==> src/hdl/fwl_pkg.sv <==
// ----------------------------------------------------------------------------
// fwl_pkg
// shared types, codes and constants of the flash translation wear leveler
// ----------------------------------------------------------------------------
package fwl_pkg;

	// fixed field widths
	localparam int CMD_W      = 2;
	localparam int LB_W       = 5;
	localparam int BLK_W      = 5;
	localparam int OP_W       = 3;
	localparam int THR_W      = 16;
	localparam int LOG_BLOCKS = 32;

	// parameter defaults
	localparam int PHYS_BLOCKS_DEF = 32;
	localparam int COUNT_BITS_DEF  = 16;

	localparam logic [THR_W-1:0] THR_RESET = 16'd5;

	// host commands
	localparam logic [CMD_W-1:0] CMD_READ  = 2'd0;
	localparam logic [CMD_W-1:0] CMD_WRITE = 2'd1;
	localparam logic [CMD_W-1:0] CMD_TRIM  = 2'd2;

	// flash operations
	localparam logic [OP_W-1:0] OP_NONE  = 3'd0;
	localparam logic [OP_W-1:0] OP_READ  = 3'd1;
	localparam logic [OP_W-1:0] OP_WRITE = 3'd2;
	localparam logic [OP_W-1:0] OP_ERASE = 3'd3;
	localparam logic [OP_W-1:0] OP_COPY  = 3'd4;

	// kinds of result word built by the datapath
	localparam logic [2:0] EM_NONE     = 3'd0;
	localparam logic [2:0] EM_UNMAPPED = 3'd1;
	localparam logic [2:0] EM_READ     = 3'd2;
	localparam logic [2:0] EM_ERASE    = 3'd3;
	localparam logic [2:0] EM_COPY     = 3'd4;
	localparam logic [2:0] EM_COLD     = 3'd5;
	localparam logic [2:0] EM_WRITE    = 3'd6;

	// table updates done with a result word
	localparam logic [2:0] UPD_NONE  = 3'd0;
	localparam logic [2:0] UPD_ERASE = 3'd1;
	localparam logic [2:0] UPD_COPY  = 3'd2;
	localparam logic [2:0] UPD_COLD  = 3'd3;
	localparam logic [2:0] UPD_FREE  = 3'd4;

	typedef struct packed {
		logic       take;
		logic       scan_start;
		logic       emit;
		logic [2:0] emit_kind;
		logic       last;
		logic [2:0] upd;
	} fwl_ctl_t;

	typedef struct packed {
		logic             clr_done;
		logic             slot_free;
		logic [CMD_W-1:0] cmd;
		logic             map_valid;
		logic             scan_last;
		logic             free_found;
		logic             migrate;
	} fwl_stat_t;

endpackage

==> src/hdl/fwl_if.sv <==
// ----------------------------------------------------------------------------
// fwl_if
// valid/ready channels for host commands and flash operation words
// ----------------------------------------------------------------------------
interface fwl_req_if import fwl_pkg::*; ();
	logic             valid;
	logic             ready;
	logic [CMD_W-1:0] cmd;
	logic [LB_W-1:0]  logical_block;

	modport source(output valid, cmd, logical_block, input ready);
	modport sink(input valid, cmd, logical_block, output ready);
endinterface

interface fwl_rsp_if import fwl_pkg::*; ();
	logic             valid;
	logic             ready;
	logic [OP_W-1:0]  flash_op;
	logic [BLK_W-1:0] target_block;
	logic [BLK_W-1:0] source_block;
	logic             status;
	logic             last;

	modport source(output valid, flash_op, target_block, source_block, status, last,
		input ready);
	modport sink(input valid, flash_op, target_block, source_block, status, last,
		output ready);
endinterface

==> src/hdl/fwl_ctrl.sv <==
// ----------------------------------------------------------------------------
// fwl_ctrl
// command sequencer: steps each host command through its flash operations
// ----------------------------------------------------------------------------
module fwl_ctrl import fwl_pkg::*; (
	input  logic      clk,
	input  logic      arst_n,
	input  logic      req_valid,
	output logic      ready,
	output fwl_ctl_t  ctl,
	input  fwl_stat_t stat
);

	localparam logic [2:0] S_CLEAR    = 3'd0;
	localparam logic [2:0] S_IDLE     = 3'd1;
	localparam logic [2:0] S_DISPATCH = 3'd2;
	localparam logic [2:0] S_ERASE    = 3'd3;
	localparam logic [2:0] S_SCAN     = 3'd4;
	localparam logic [2:0] S_DECIDE   = 3'd5;
	localparam logic [2:0] S_COLD     = 3'd6;
	localparam logic [2:0] S_FINAL    = 3'd7;

	logic [2:0] state_q;
	logic [2:0] state_nxt;

	always_ff @(posedge clk or negedge arst_n) begin
		if (!arst_n) begin
			state_q <= S_CLEAR;
		end else begin
			state_q <= state_nxt;
		end
	end

	assign ready = (state_q == S_IDLE);

	always_comb begin
		ctl       = '0;
		state_nxt = state_q;
		case (state_q)
			S_CLEAR: begin
				if (stat.clr_done) state_nxt = S_IDLE;
			end
			S_IDLE: begin
				if (req_valid) begin
					ctl.take  = 1'b1;
					state_nxt = S_DISPATCH;
				end
			end
			S_DISPATCH: begin
				case (stat.cmd)
					CMD_READ: begin
						if (stat.slot_free) begin
							ctl.emit      = 1'b1;
							ctl.emit_kind = stat.map_valid ? EM_READ : EM_UNMAPPED;
							ctl.last      = 1'b1;
							state_nxt     = S_IDLE;
						end
					end
					CMD_WRITE: begin
						if (stat.map_valid) begin
							state_nxt = S_ERASE;
						end else begin
							ctl.scan_start = 1'b1;
							state_nxt      = S_SCAN;
						end
					end
					CMD_TRIM: begin
						if (stat.map_valid) begin
							state_nxt = S_ERASE;
						end else if (stat.slot_free) begin
							ctl.emit      = 1'b1;
							ctl.emit_kind = EM_NONE;
							ctl.last      = 1'b1;
							state_nxt     = S_IDLE;
						end
					end
					default: begin
						if (stat.slot_free) begin
							ctl.emit      = 1'b1;
							ctl.emit_kind = EM_NONE;
							ctl.last      = 1'b1;
							state_nxt     = S_IDLE;
						end
					end
				endcase
			end
			S_ERASE: begin
				if (stat.slot_free) begin
					ctl.emit      = 1'b1;
					ctl.emit_kind = EM_ERASE;
					ctl.upd       = UPD_ERASE;
					if (stat.cmd == CMD_WRITE) begin
						ctl.scan_start = 1'b1;
						state_nxt      = S_SCAN;
					end else begin
						ctl.last  = 1'b1;
						state_nxt = S_IDLE;
					end
				end
			end
			S_SCAN: begin
				if (stat.scan_last) state_nxt = S_DECIDE;
			end
			S_DECIDE: begin
				if (stat.slot_free) begin
					ctl.emit = 1'b1;
					if (!stat.free_found) begin
						ctl.emit_kind = EM_UNMAPPED;
						ctl.last      = 1'b1;
						state_nxt     = S_IDLE;
					end else if (stat.migrate) begin
						ctl.emit_kind = EM_COPY;
						ctl.upd       = UPD_COPY;
						state_nxt     = S_COLD;
					end else begin
						ctl.emit_kind = EM_WRITE;
						ctl.upd       = UPD_FREE;
						ctl.last      = 1'b1;
						state_nxt     = S_IDLE;
					end
				end
			end
			S_COLD: begin
				if (stat.slot_free) begin
					ctl.emit      = 1'b1;
					ctl.emit_kind = EM_COLD;
					ctl.upd       = UPD_COLD;
					state_nxt     = S_FINAL;
				end
			end
			S_FINAL: begin
				if (stat.slot_free) begin
					ctl.emit      = 1'b1;
					ctl.emit_kind = EM_WRITE;
					ctl.last      = 1'b1;
					state_nxt     = S_IDLE;
				end
			end
			default: begin
				state_nxt = S_IDLE;
			end
		endcase
	end

endmodule

==> src/hdl/fwl_dp.sv <==
// ----------------------------------------------------------------------------
// fwl_dp
// block tables, erase count memory with min scan, and output word register
// ----------------------------------------------------------------------------
module fwl_dp import fwl_pkg::*; #(
	parameter int PHYS_BLOCKS = PHYS_BLOCKS_DEF,
	parameter int COUNT_BITS  = COUNT_BITS_DEF
) (
	input  logic             clk,
	input  logic             arst_n,
	input  fwl_ctl_t         ctl,
	output fwl_stat_t        stat,
	input  logic             wear_threshold_we,
	input  logic [THR_W-1:0] wear_threshold,
	input  logic [CMD_W-1:0] req_cmd,
	input  logic [LB_W-1:0]  req_lb,
	fwl_rsp_if.source        rsp
);

	localparam int PB_W  = $clog2(PHYS_BLOCKS);
	localparam int CW    = COUNT_BITS;
	localparam int CMP_W = (CW > THR_W) ? CW : THR_W;
	localparam int EXT_W = (PB_W > BLK_W) ? PB_W : BLK_W;
	localparam logic [PB_W-1:0] LAST_IDX = PB_W'(PHYS_BLOCKS - 1);

	typedef logic [PB_W-1:0] pidx_t;
	typedef logic [CW-1:0]   cnt_t;

	function automatic cnt_t sat_inc(input cnt_t v);
		sat_inc = (v == {CW{1'b1}}) ? v : v + CW'(1);
	endfunction

	function automatic logic [BLK_W-1:0] to_blk(input pidx_t b);
		logic [EXT_W-1:0] w;
		w      = EXT_W'(b);
		to_blk = w[BLK_W-1:0];
	endfunction

	// in-use flag on top of the erase count
	logic [CW:0] mem [PHYS_BLOCKS];
	logic [CW:0] rdata_q;

	logic [THR_W-1:0] thr_q;
	logic [CMD_W-1:0] cmd_q;
	logic [LB_W-1:0]  lb_q;

	logic  map_vld_q [LOG_BLOCKS];
	pidx_t map_q     [LOG_BLOCKS];

	logic  clr_run_q, scan_run_q;
	pidx_t idx_q;
	logic  cmp_vld_s1, cmp_last_s1;
	pidx_t cmp_idx_s1;

	logic  ffound_q, ufound_q;
	cnt_t  fmin_q, umin_q;
	pidx_t fidx_q, uidx_q;

	logic             out_vld_q;
	logic [OP_W-1:0]  out_op_q;
	logic [BLK_W-1:0] out_tgt_q, out_src_q;
	logic             out_st_q, out_last_q;

	pidx_t       cur_blk, rd_addr, wr_addr, final_blk;
	logic        cur_vld, mem_we, migrate, slot_free;
	logic [CW:0] wr_data;
	logic [OP_W-1:0]  nxt_op;
	logic [BLK_W-1:0] nxt_tgt, nxt_src;
	logic             nxt_st;

	assign cur_blk   = map_q[lb_q];
	assign cur_vld   = map_vld_q[lb_q];
	assign rd_addr   = scan_run_q ? idx_q : cur_blk;
	assign migrate   = ffound_q && ufound_q && (CMP_W'(fmin_q) >= CMP_W'(thr_q));
	assign final_blk = migrate ? uidx_q : fidx_q;
	assign slot_free = !out_vld_q || rsp.ready;

	// write port: clearing sweep first, then the table update of the word
	always_comb begin
		mem_we  = 1'b0;
		wr_addr = cur_blk;
		wr_data = '0;
		if (clr_run_q) begin
			mem_we  = 1'b1;
			wr_addr = idx_q;
		end else if (ctl.emit) begin
			case (ctl.upd)
				UPD_ERASE: begin
					mem_we  = 1'b1;
					wr_addr = cur_blk;
					wr_data = {1'b0, sat_inc(rdata_q[CW-1:0])};
				end
				UPD_COPY: begin
					mem_we  = 1'b1;
					wr_addr = fidx_q;
					wr_data = {1'b1, sat_inc(fmin_q)};
				end
				UPD_COLD: begin
					mem_we  = 1'b1;
					wr_addr = uidx_q;
					wr_data = {1'b1, sat_inc(umin_q)};
				end
				UPD_FREE: begin
					mem_we  = 1'b1;
					wr_addr = fidx_q;
					wr_data = {1'b1, fmin_q};
				end
				default: begin
					mem_we = 1'b0;
				end
			endcase
		end
	end

	always_ff @(posedge clk) begin
		if (mem_we) mem[wr_addr] <= wr_data;
		rdata_q <= mem[rd_addr];
	end

	always_ff @(posedge clk or negedge arst_n) begin
		if (!arst_n) begin
			thr_q <= THR_RESET;
		end else if (wear_threshold_we) begin
			thr_q <= wear_threshold;
		end
	end

	always_ff @(posedge clk) begin
		if (ctl.take) begin
			cmd_q <= req_cmd;
			lb_q  <= req_lb;
		end
	end

	// logical map valid bits
	always_ff @(posedge clk or negedge arst_n) begin
		if (!arst_n) begin
			for (int i = 0; i < LOG_BLOCKS; i++) map_vld_q[i] <= 1'b0;
		end else if (ctl.emit) begin
			case (ctl.upd)
				UPD_ERASE: map_vld_q[lb_q] <= 1'b0;
				UPD_COLD:  map_vld_q[lb_q] <= 1'b1;
				UPD_FREE:  map_vld_q[lb_q] <= 1'b1;
				default:   map_vld_q[lb_q] <= map_vld_q[lb_q];
			endcase
		end
	end

	// logical map entries, cold block owner follows its data to the copy
	always_ff @(posedge clk) begin
		if (ctl.emit) begin
			case (ctl.upd)
				UPD_COLD: begin
					for (int i = 0; i < LOG_BLOCKS; i++) begin
						if (map_vld_q[i] && map_q[i] == uidx_q) map_q[i] <= fidx_q;
					end
					map_q[lb_q] <= uidx_q;
				end
				UPD_FREE: map_q[lb_q] <= fidx_q;
				default:  map_q[lb_q] <= map_q[lb_q];
			endcase
		end
	end

	// sweep counter for clearing and scanning
	always_ff @(posedge clk or negedge arst_n) begin
		if (!arst_n) begin
			clr_run_q   <= 1'b1;
			scan_run_q  <= 1'b0;
			idx_q       <= '0;
			cmp_vld_s1  <= 1'b0;
			cmp_last_s1 <= 1'b0;
			cmp_idx_s1  <= '0;
		end else begin
			cmp_vld_s1  <= scan_run_q;
			cmp_last_s1 <= (idx_q == LAST_IDX);
			cmp_idx_s1  <= idx_q;
			if (clr_run_q) begin
				idx_q <= (idx_q == LAST_IDX) ? '0 : idx_q + PB_W'(1);
				if (idx_q == LAST_IDX) clr_run_q <= 1'b0;
			end else if (ctl.scan_start) begin
				idx_q      <= '0;
				scan_run_q <= 1'b1;
			end else if (scan_run_q) begin
				idx_q <= (idx_q == LAST_IDX) ? '0 : idx_q + PB_W'(1);
				if (idx_q == LAST_IDX) scan_run_q <= 1'b0;
			end
		end
	end

	// running minima, lowest index wins a tie
	always_ff @(posedge clk or negedge arst_n) begin
		if (!arst_n) begin
			ffound_q <= 1'b0;
			ufound_q <= 1'b0;
			fmin_q   <= '0;
			umin_q   <= '0;
			fidx_q   <= '0;
			uidx_q   <= '0;
		end else if (ctl.scan_start) begin
			ffound_q <= 1'b0;
			ufound_q <= 1'b0;
		end else if (cmp_vld_s1) begin
			if (!rdata_q[CW]) begin
				if (!ffound_q || rdata_q[CW-1:0] < fmin_q) begin
					ffound_q <= 1'b1;
					fmin_q   <= rdata_q[CW-1:0];
					fidx_q   <= cmp_idx_s1;
				end
			end else begin
				if (!ufound_q || rdata_q[CW-1:0] < umin_q) begin
					ufound_q <= 1'b1;
					umin_q   <= rdata_q[CW-1:0];
					uidx_q   <= cmp_idx_s1;
				end
			end
		end
	end

	// next output word
	always_comb begin
		nxt_op  = OP_NONE;
		nxt_tgt = '0;
		nxt_src = '0;
		nxt_st  = 1'b0;
		case (ctl.emit_kind)
			EM_UNMAPPED: nxt_st = 1'b1;
			EM_READ: begin
				nxt_op  = OP_READ;
				nxt_tgt = to_blk(cur_blk);
			end
			EM_ERASE: begin
				nxt_op  = OP_ERASE;
				nxt_tgt = to_blk(cur_blk);
			end
			EM_COPY: begin
				nxt_op  = OP_COPY;
				nxt_tgt = to_blk(fidx_q);
				nxt_src = to_blk(uidx_q);
			end
			EM_COLD: begin
				nxt_op  = OP_ERASE;
				nxt_tgt = to_blk(uidx_q);
			end
			EM_WRITE: begin
				nxt_op  = OP_WRITE;
				nxt_tgt = to_blk(final_blk);
			end
			default: nxt_op = OP_NONE;
		endcase
	end

	always_ff @(posedge clk or negedge arst_n) begin
		if (!arst_n) begin
			out_vld_q <= 1'b0;
		end else if (ctl.emit) begin
			out_vld_q <= 1'b1;
		end else if (rsp.ready) begin
			out_vld_q <= 1'b0;
		end
	end

	always_ff @(posedge clk) begin
		if (ctl.emit) begin
			out_op_q   <= nxt_op;
			out_tgt_q  <= nxt_tgt;
			out_src_q  <= nxt_src;
			out_st_q   <= nxt_st;
			out_last_q <= ctl.last;
		end
	end

	assign rsp.valid        = out_vld_q;
	assign rsp.flash_op     = out_op_q;
	assign rsp.target_block = out_tgt_q;
	assign rsp.source_block = out_src_q;
	assign rsp.status       = out_st_q;
	assign rsp.last         = out_last_q;

	assign stat.clr_done   = !clr_run_q;
	assign stat.slot_free  = slot_free;
	assign stat.cmd        = cmd_q;
	assign stat.map_valid  = cur_vld;
	assign stat.scan_last  = cmp_vld_s1 && cmp_last_s1;
	assign stat.free_found = ffound_q;
	assign stat.migrate    = migrate;

endmodule

==> src/hdl/flash_translation_wear_leveler.sv <==
// a read, a trim of an unmapped block or an unused command gives its word from the dispatch
//   state once it is taken, an erasing trim passes through the erase state first
// a write gives its last word after one pass over the erase count memory
//   through its single registered read port
// one command at a time: the next is taken the cycle after its last word is loaded
// reset: after arst_n releases, a clearing pass zeroes the memory
// ----------------------------------------------------------------------------
// flash_translation_wear_leveler
// logical to physical block map with wear leveling by cold data migration
// ----------------------------------------------------------------------------
module flash_translation_wear_leveler import fwl_pkg::*; #(
	parameter int PHYS_BLOCKS = PHYS_BLOCKS_DEF,
	parameter int COUNT_BITS  = COUNT_BITS_DEF
) (
	input  logic             clk,
	input  logic             arst_n,
	fwl_req_if.sink          req,
	fwl_rsp_if.source        rsp,
	input  logic             wear_threshold_we,
	input  logic [THR_W-1:0] wear_threshold
);

	// controller and datapath talk only through these two structs
	fwl_ctl_t  ctl_w;
	fwl_stat_t stat_w;
	logic      req_ready_w;

	// sequencer: one command word in, one to four operation words out
	fwl_ctrl u_ctrl (
		.clk       (clk),
		.arst_n    (arst_n),
		.req_valid (req.valid),
		.ready     (req_ready_w),
		.ctl       (ctl_w),
		.stat      (stat_w)
	);

	// command is latched when taken, so the word may change right after
	assign req.ready = req_ready_w;

	// tables, count memory, scan for least worn free and in-use blocks,
	// and the output register that lets a stalled word wait
	fwl_dp #(
		.PHYS_BLOCKS (PHYS_BLOCKS),
		.COUNT_BITS  (COUNT_BITS)
	) u_dp (
		.clk               (clk),
		.arst_n            (arst_n),
		.ctl               (ctl_w),
		.stat              (stat_w),
		.wear_threshold_we (wear_threshold_we),
		.wear_threshold    (wear_threshold),
		.req_cmd           (req.cmd),
		.req_lb            (req.logical_block),
		.rsp               (rsp)
	);

endmodule

==> src/flat_wrapper.sv <==
// flat-port wrapper written by rule: the top's interface ports become plain ports
module flash_translation_wear_leveler_flat import fwl_pkg::*;
#(
	parameter int PHYS_BLOCKS = PHYS_BLOCKS_DEF,
	parameter int COUNT_BITS  = COUNT_BITS_DEF
)
  (clk, arst_n, wear_threshold_we, wear_threshold, req_valid, req_cmd, req_logical_block, req_ready, rsp_valid, rsp_flash_op, rsp_target_block, rsp_source_block, rsp_status, rsp_last, rsp_ready);
  fwl_req_if req_i ();
  fwl_rsp_if rsp_i ();
  input  logic clk;
  input  logic arst_n;
  input  logic wear_threshold_we;
  input  logic [THR_W-1:0] wear_threshold;
  input wire logic [$bits(req_i.valid)-1:0] req_valid;
  input wire logic [$bits(req_i.cmd)-1:0] req_cmd;
  input wire logic [$bits(req_i.logical_block)-1:0] req_logical_block;
  output wire logic [$bits(req_i.ready)-1:0] req_ready;
  output wire logic [$bits(rsp_i.valid)-1:0] rsp_valid;
  output wire logic [$bits(rsp_i.flash_op)-1:0] rsp_flash_op;
  output wire logic [$bits(rsp_i.target_block)-1:0] rsp_target_block;
  output wire logic [$bits(rsp_i.source_block)-1:0] rsp_source_block;
  output wire logic [$bits(rsp_i.status)-1:0] rsp_status;
  output wire logic [$bits(rsp_i.last)-1:0] rsp_last;
  input wire logic [$bits(rsp_i.ready)-1:0] rsp_ready;
  assign req_i.valid = req_valid;
  assign req_i.cmd = req_cmd;
  assign req_i.logical_block = req_logical_block;
  assign req_ready = req_i.ready;
  assign rsp_valid = rsp_i.valid;
  assign rsp_flash_op = rsp_i.flash_op;
  assign rsp_target_block = rsp_i.target_block;
  assign rsp_source_block = rsp_i.source_block;
  assign rsp_status = rsp_i.status;
  assign rsp_last = rsp_i.last;
  assign rsp_i.ready = rsp_ready;
  flash_translation_wear_leveler #(.PHYS_BLOCKS(PHYS_BLOCKS), .COUNT_BITS(COUNT_BITS)) u_core (.clk(clk), .arst_n(arst_n), .req(req_i), .rsp(rsp_i), .wear_threshold_we(wear_threshold_we), .wear_threshold(wear_threshold));
endmodule
==> config.mk <==
export PLATFORM = sky130hd
export DESIGN_NAME = flash_translation_wear_leveler_flat
export DESIGN_NICKNAME = d
export VERILOG_FILES = /design/src/hdl/fwl_pkg.sv /design/src/hdl/fwl_if.sv /design/src/hdl/fwl_ctrl.sv /design/src/hdl/fwl_dp.sv /design/src/hdl/flash_translation_wear_leveler.sv /design/src/flat_wrapper.sv
export SDC_FILE = /design/constraint.sdc
export NUM_CORES = 2
export LEC_CHECK = 0
export CORE_AREA = 2 2 323 325
export DETAILED_ROUTE_END_ITERATION = 10
export DIE_AREA = 0 0 325 327
export DONT_BUFFER_PORTS = 1
export PLACE_DENSITY = 0.64
export SLEW_MARGIN = 20
export SYNTH_ARGS = -nofsm -noshare
export SYNTH_HDL_FRONTEND = slang
export SYNTH_SLANG_ARGS = --single-unit
==> constraint.sdc <==
create_clock -name clk -period 13.73 [get_ports clk]
set_input_delay 1.373 -clock clk [delete_from_list [all_inputs] [get_ports clk]]
set_output_delay 1.373 -clock clk [all_outputs]
set_load 0.02 [all_outputs]
Word level (Yosys, flattened, before mapping). Memory sizes are Yosys's and may differ from the RTL's. A register that Yosys moved wholly into a read port is not among the register bits. Cells that the tools add are included.

Register bits after elaboration: 132. Bits in latches: 0. Bits in writable memories: 704. Memory bits (read-only): 0. Bits of input ports: 28. Output and inout bits: 17. Logic and storage cells: 418. Memories: 2.

Memory list: u_core.u_dp.mem (words 32, width 17, rd ports 1, clocked after Yosys merged registers in 1, wr ports 1, RTL line fwl_dp.sv:40) `logic [CW:0] mem [PHYS_BLOCKS];`; u_core.u_dp.map_q (words 32, width 5, rd ports 33, clocked after Yosys merged registers in 1, wr ports 33, RTL line fwl_dp.sv:48) `pidx_t map_q [LOG_BLOCKS];`.

Add/sub/neg operators: 4. Multiply operators: 0. Div/mod/pow operators: 0. Order comparisons: 5. Eq/ne operators: 62. Shift operators: 0. Muxes and demuxes: 223. Bitwise logic cells: 8. Reductions and logical operators: 60.

Operators with widths (count): 1-bit two-way mux (167); 5-bit equality test (32); 5-bit two-way mux (15); 17-bit one-hot mux with 4 select lines (1); 32-bit one-hot mux with 2 select lines (1); 16-bit by 1-bit adder with 16-bit output (second input constant) (3); 16-bit equality test (second input constant) (3); 16-bit two-way mux (3); 3-bit two-way mux (14); 1-bit logical AND (36); 17-bit two-way mux (2); 32-bit bitwise AND (1); 32-bit bitwise mux (1); 16-bit < comparator (2); 32-bit inverter (1); 32-bit OR (1); 3-bit equality test (second input constant) (8); 3-bit one-hot mux with 8 select lines (1); 4-bit one-hot mux with 5 select lines (1); 5-bit one-hot mux with 4 select lines (1); 3-bit by 2-bit equality test with 1-bit output (second input constant) (6); 16-bit >= comparator (1); 5-bit one-hot mux with 3 select lines (1); 3-bit one-hot mux with 4 select lines (1); other kinds (34) (59).

Logic depth before layout (Yosys ltp).
Word-level depth: 13. Mapped depth: 15.

Hierarchy. A second synthesis with hierarchy kept.

Cell total of the unflattened synthesis: 3586. Area, all modules: 41359.7 µm².

By module, submodules not included: fwl_dp (times used 1, cells each 3499, area an instance 40776.6 µm², seq. area each 24922.7 µm²); fwl_ctrl (times used 1, cells each 87, area an instance 583.1 µm², seq. area each 75.1 µm²).

Worst setup path after synthesis. OpenSTA, ideal clock, no wires.

Kind: in2reg. Start point: input rsp_ready. End point: memory u_core.u_dp.mem[23][0] in the netlist's numbering (enable). Data arrival time: 4.373 ns. Required time: 13.318 ns. Path slack: 8.945 ns. Stages: 11. Path buffers: 2. Path through: nand2b_1 > clkbuf_1 > nand2_1 > nor2_1 > a221oi_1 > o21ai_0 > o21ai_0 > o21bai_1 > or2_2 > clkbuf_1 > nor3_1.

Cells in the longest elaborated chain, start to end: 10.

RTL lines: start, declared (RTL line flat_wrapper.sv:24) `input wire logic [$bits(rsp_i.ready)-1:0] rsp_ready;`; 1-bit logical OR (*) (RTL line fwl_dp.sv:76) `assign slot_free = !out_vld_q || rsp.ready;`; 2-bit two-way mux, or another cell as far along (RTL line fwl_ctrl.sv:124) `if (stat.slot_free) begin`; 3-bit one-hot mux with 3 select lines (RTL line fwl_ctrl.sv:39) `case (state_q)`; 3-bit equality test, or another cell as far along (RTL line fwl_dp.sv:87) `case (ctl.upd)`; 4-bit OR reduction (no source line); 1-bit two-way mux (RTL line fwl_dp.sv:87); 1-bit two-way mux (RTL line fwl_dp.sv:86) `end else if (ctl.emit) begin`; 1-bit two-way mux (RTL line fwl_dp.sv:83) `if (clr_run_q) begin`; 1-bit two-way mux (RTL line fwl_dp.sv:116) `if (mem_we) mem[wr_addr] <= wr_data;`; 1-bit two-way mux (not written as such) (RTL line fwl_dp.sv:116); end, declared (RTL line fwl_dp.sv:40).

Every way passes the cells marked *; elsewhere a longest branch is shown, timed or not.

==> out/metrics.csv <==
metric;value;unit
status;finished clean;
Slew HR;0.197;
Synth Net Count;3352;
Starting Density;0.396;
Core Util, Final;0.440;
via/cell ratio;5.86;
crit-path cells;mux4_2 -> a22oi_1 -> and4_1 -> a2111oi_1 -> o21ai_1 -> nand2_1 -> buf_4 -> inv_2 -> nand2_2 -> nor3_2 -> mux2_2;
total CTS buffers;89;
largest net degree at the start of global routing;193;
layout overhead on the synthesized area;11.0;%
CP max-delay cell;edfxtp_1;
die width;325;um
Layout Nets;3303;
CTS Hold Buffers Added;0;
I/O Buffers;0;
initial antenna violation count;1;
GR Overflow Total;0;
fmax;172;MHz
Initial DRC Count;3423;
DP Area;42400;um^2
Root Buffer Master;clkbuf_16;
Max IR drop VDD;158;uV
vias in the first global route;26400;
Gate power share;0.405;
H-tree depth;3;
antenna-violating nets left;0;
Clock Skews;0.0823;ns
Netlist cell types;81;
Critical Path Fanout Max;37;
Core Box Area;103000;um^2
Pwr Density;221;nW/um^2
CP Class;flop to flop;
Final Cycle Share;0.423;
Synth async-reset ratio;0.128;
share of layout cells above drive strength 1;0.146;
clock share of power;0.235;
Reg clk slew, reported paths;0.06;ns
fin area;45200;um^2
global-route wire length before repair;172000;um
WP data required;14.08;ns
max-cap violation count;0;
DP HPWL;71000;um
Buf+Inv Stages, Crit Path;2;
Vias;27400;
RSZ-0062 raised after global routing;false;
max incr delay on CP;0.96;ns
sw frac;0.410;
crit path capture type;flop;
gr usage total;0.212;
CP top delay family;simple AND/OR/NAND/NOR gates;
# IOs;45;
met2 Use GR;0.339;
total die area;106000;um^2
total design power;10.0;mW
final wirelength;115000;um
Clock Latency Late Sink;0.67;ns
M1 GR Usage;0.296;
most frequent cells in the layout;edfxtp_1, nand2_1, nand3_1;
CTS tree;yes;
CTS sink cnt;858;
die height;327;um
Slew @ Worst Pin;1.19;ns
Flop pwr share;0.360;
most common cell after layout, fill and taps aside;edfxtp_1;
Antenna Cells;0;
final setup fails;0;
syn_area_per_cell;12.5;um^2
Max clock buf depth;3;
sequential element share of the synthesized area;0.613;
Tmin final;5.81;ns
final hold slack;0.391;ns
grt met3 use;0.0346;
GRT busiest layer;met2;
synthesis warning total;0;
row count;118;
Final Max Tran Viols;0;
Syn Inst Count;3269;
# DRC;0;
GPL Wtd Cong;0.920;
Fin Setup TNS;0;ns
P_int;5.91;mW
DRT Pass-1 Iters;6;
Routed WL per cell;24.6;um
worst endpoint data arrival time;6.16;ns
HP Class;primary input to async pin;
critical path launch point type;flop;
Final Hold Vio Count;0;
mapped cell area;40800;um^2
Leakage;16.1;nW
Post-CTS Setup Bufs;0;
Post-synth EDFFs;726;
Psw;4.10;mW
ys flop type;edfxtp_1;
Yosys reg bits;858;
cts repair resizes;0;
[state kept, by name (all words and copies together) (netlist names), 16 cells and up, named ones only]
register and flops:
u_core.u_dp.fmin_q 16, u_core.u_dp.map_q 160, u_core.u_dp.mem 544, u_core.u_dp.rdata_q 17, u_core.u_dp.thr_q 16, u_core.u_dp.umin_q 16
[Yosys cell counts, types with 12 or more instances]
| master | n | area (um^2) |
|---|---|---|
| edfxtp_1 | 726 | 21800 |
| nand2_1 | 540 | 2030 |
| nand3_1 | 248 | 1240 |
| mux2_2 | 156 | 1760 |
| mux2i_1 | 149 | 1490 |
| clkbuf_1 | 146 | 548 |
| xnor2_1 | 128 | 1120 |
| dfrtp_1 | 107 | 2680 |
| nand4_1 | 93 | 582 |
| nor2_1 | 85 | 319 |
| o21ai_0 | 73 | 365 |
| inv_1 | 72 | 270 |
| xor2_1 | 60 | 526 |
| ha_1 | 55 | 688 |
| a2bb2oi_1 | 50 | 438 |
| a21oi_1 | 46 | 230 |
| a31oi_1 | 43 | 269 |
| buf_2 | 38 | 190 |
| nor3_1 | 35 | 175 |
| o2111ai_1 | 34 | 298 |
| mux4_2 | 31 | 698 |
| a21o_1 | 29 | 218 |
| a22oi_1 | 26 | 195 |
| o22ai_1 | 23 | 144 |
| dfxtp_1 | 22 | 440 |
| nor4_1 | 22 | 138 |
| nand2b_1 | 19 | 119 |
| buf_1 | 17 | 63.8 |
| nor2b_1 | 17 | 106 |
| and3_1 | 15 | 93.8 |
| a41o_1 | 12 | 120 |
[metrics by stage]
stage / worst slack, ns / cells
2_1_floorplan: 8.94 / 3269
3_3_place_gp: 8.13 / 4509
3_5_place_dp: 8.10 / 4509
4_1_cts: 8.01 / 4676
5_1_grt: 7.74 / 4676
6_report: 7.92 / 4676
[worst paths after layout]
path / from / endpoint / slack [ns] / cells after the start
max in group asynchronous: arst_n / async pin / 13.07 / 0
worst max register to register: u_core.u_dp.lb_q[0]$_DFFE_PP_ / u_core.u_dp.map_q[30][4]$_DFFE_PP_ / 7.92 / 11
min in group clk: u_core.u_dp.idx_q[0]$_DFFE_PN0P_ / u_core.u_dp.cmp_idx_s1[0]$_DFF_PN0_ / 0.43 / 0
worst min register to register: u_core.u_dp.idx_q[0]$_DFFE_PN0P_ / u_core.u_dp.cmp_idx_s1[0]$_DFF_PN0_ / 0.43 / 0
worst max-delay path: u_core.u_dp.lb_q[0]$_DFFE_PP_ / u_core.u_dp.map_q[30][4]$_DFFE_PP_ / 7.92 / 11
worst min-delay path: arst_n / u_core.u_dp.umin_q[5]$_DFFE_PN0P_ / 0.39 / 0
[area by class of cell]
class / instances / area, um^2
clock buffers: 116 / 2390
clock inverters: 51 / 445
fillers: 9321 / 57700
inverters: 76 / 285
multi-input cells: 2119 / 14800
flip-flops and latches: 858 / 25000
well taps: 1380 / 1730
repair buffers: 76 / 583
[cell families (layout without fill, tap and decap cells)]
kind of cell             after synthesis  in the layout  synth area share
adder cells (fa/ha/maj)               55             55            0.0169
buffers and inverters                292            319            0.0301
multiplexers                         341            341            0.0991
flip-flops                           858            858             0.613
XOR/XNOR                             188            188            0.0404
AND/OR/NAND/NOR                     1127           1127             0.129
AO/OA/AOI/OAI                        408            408            0.0715
[metal layers]
layer	part of all wire	vias to the layer above
met2	0.46	1330
met5	0.00016	-
met4	0.029	2
met3	0.090	224
met1	0.42	13800
li1	-	12100
[worst register-to-register path, stage by stage, from the launching register on]
cell,delay [ns]
edfxtp_1,0.96
mux4_2,0.64
a22oi_1,0.28
and4_1,0.62
a2111oi_1,0.19
o21ai_1,0.15
nand2_1,0.06
buf_4,0.22
inv_2,0.64
nand2_2,0.72
nor3_2,0.61
mux2_2,0.40
[power by group through the flow]
| stage | Clock, mW | Sequential, mW | Combinational [mW] |
|---|---|---|---|
| 6_report | 2.35 | 3.60 | 4.06 |
| 5_1_grt | 2.49 | 3.63 | 4.34 |
| 4_1_cts | 2.38 | 3.59 | 4.00 |
| 3_5_place_dp | 0 | 3.64 | 3.99 |
| 3_3_place_gp | 0 | 3.64 | 3.94 |
| 2_1_floorplan | 0 | 3.44 | 2.82 |
Note: power is estimated with default switching activity, not from simulation.
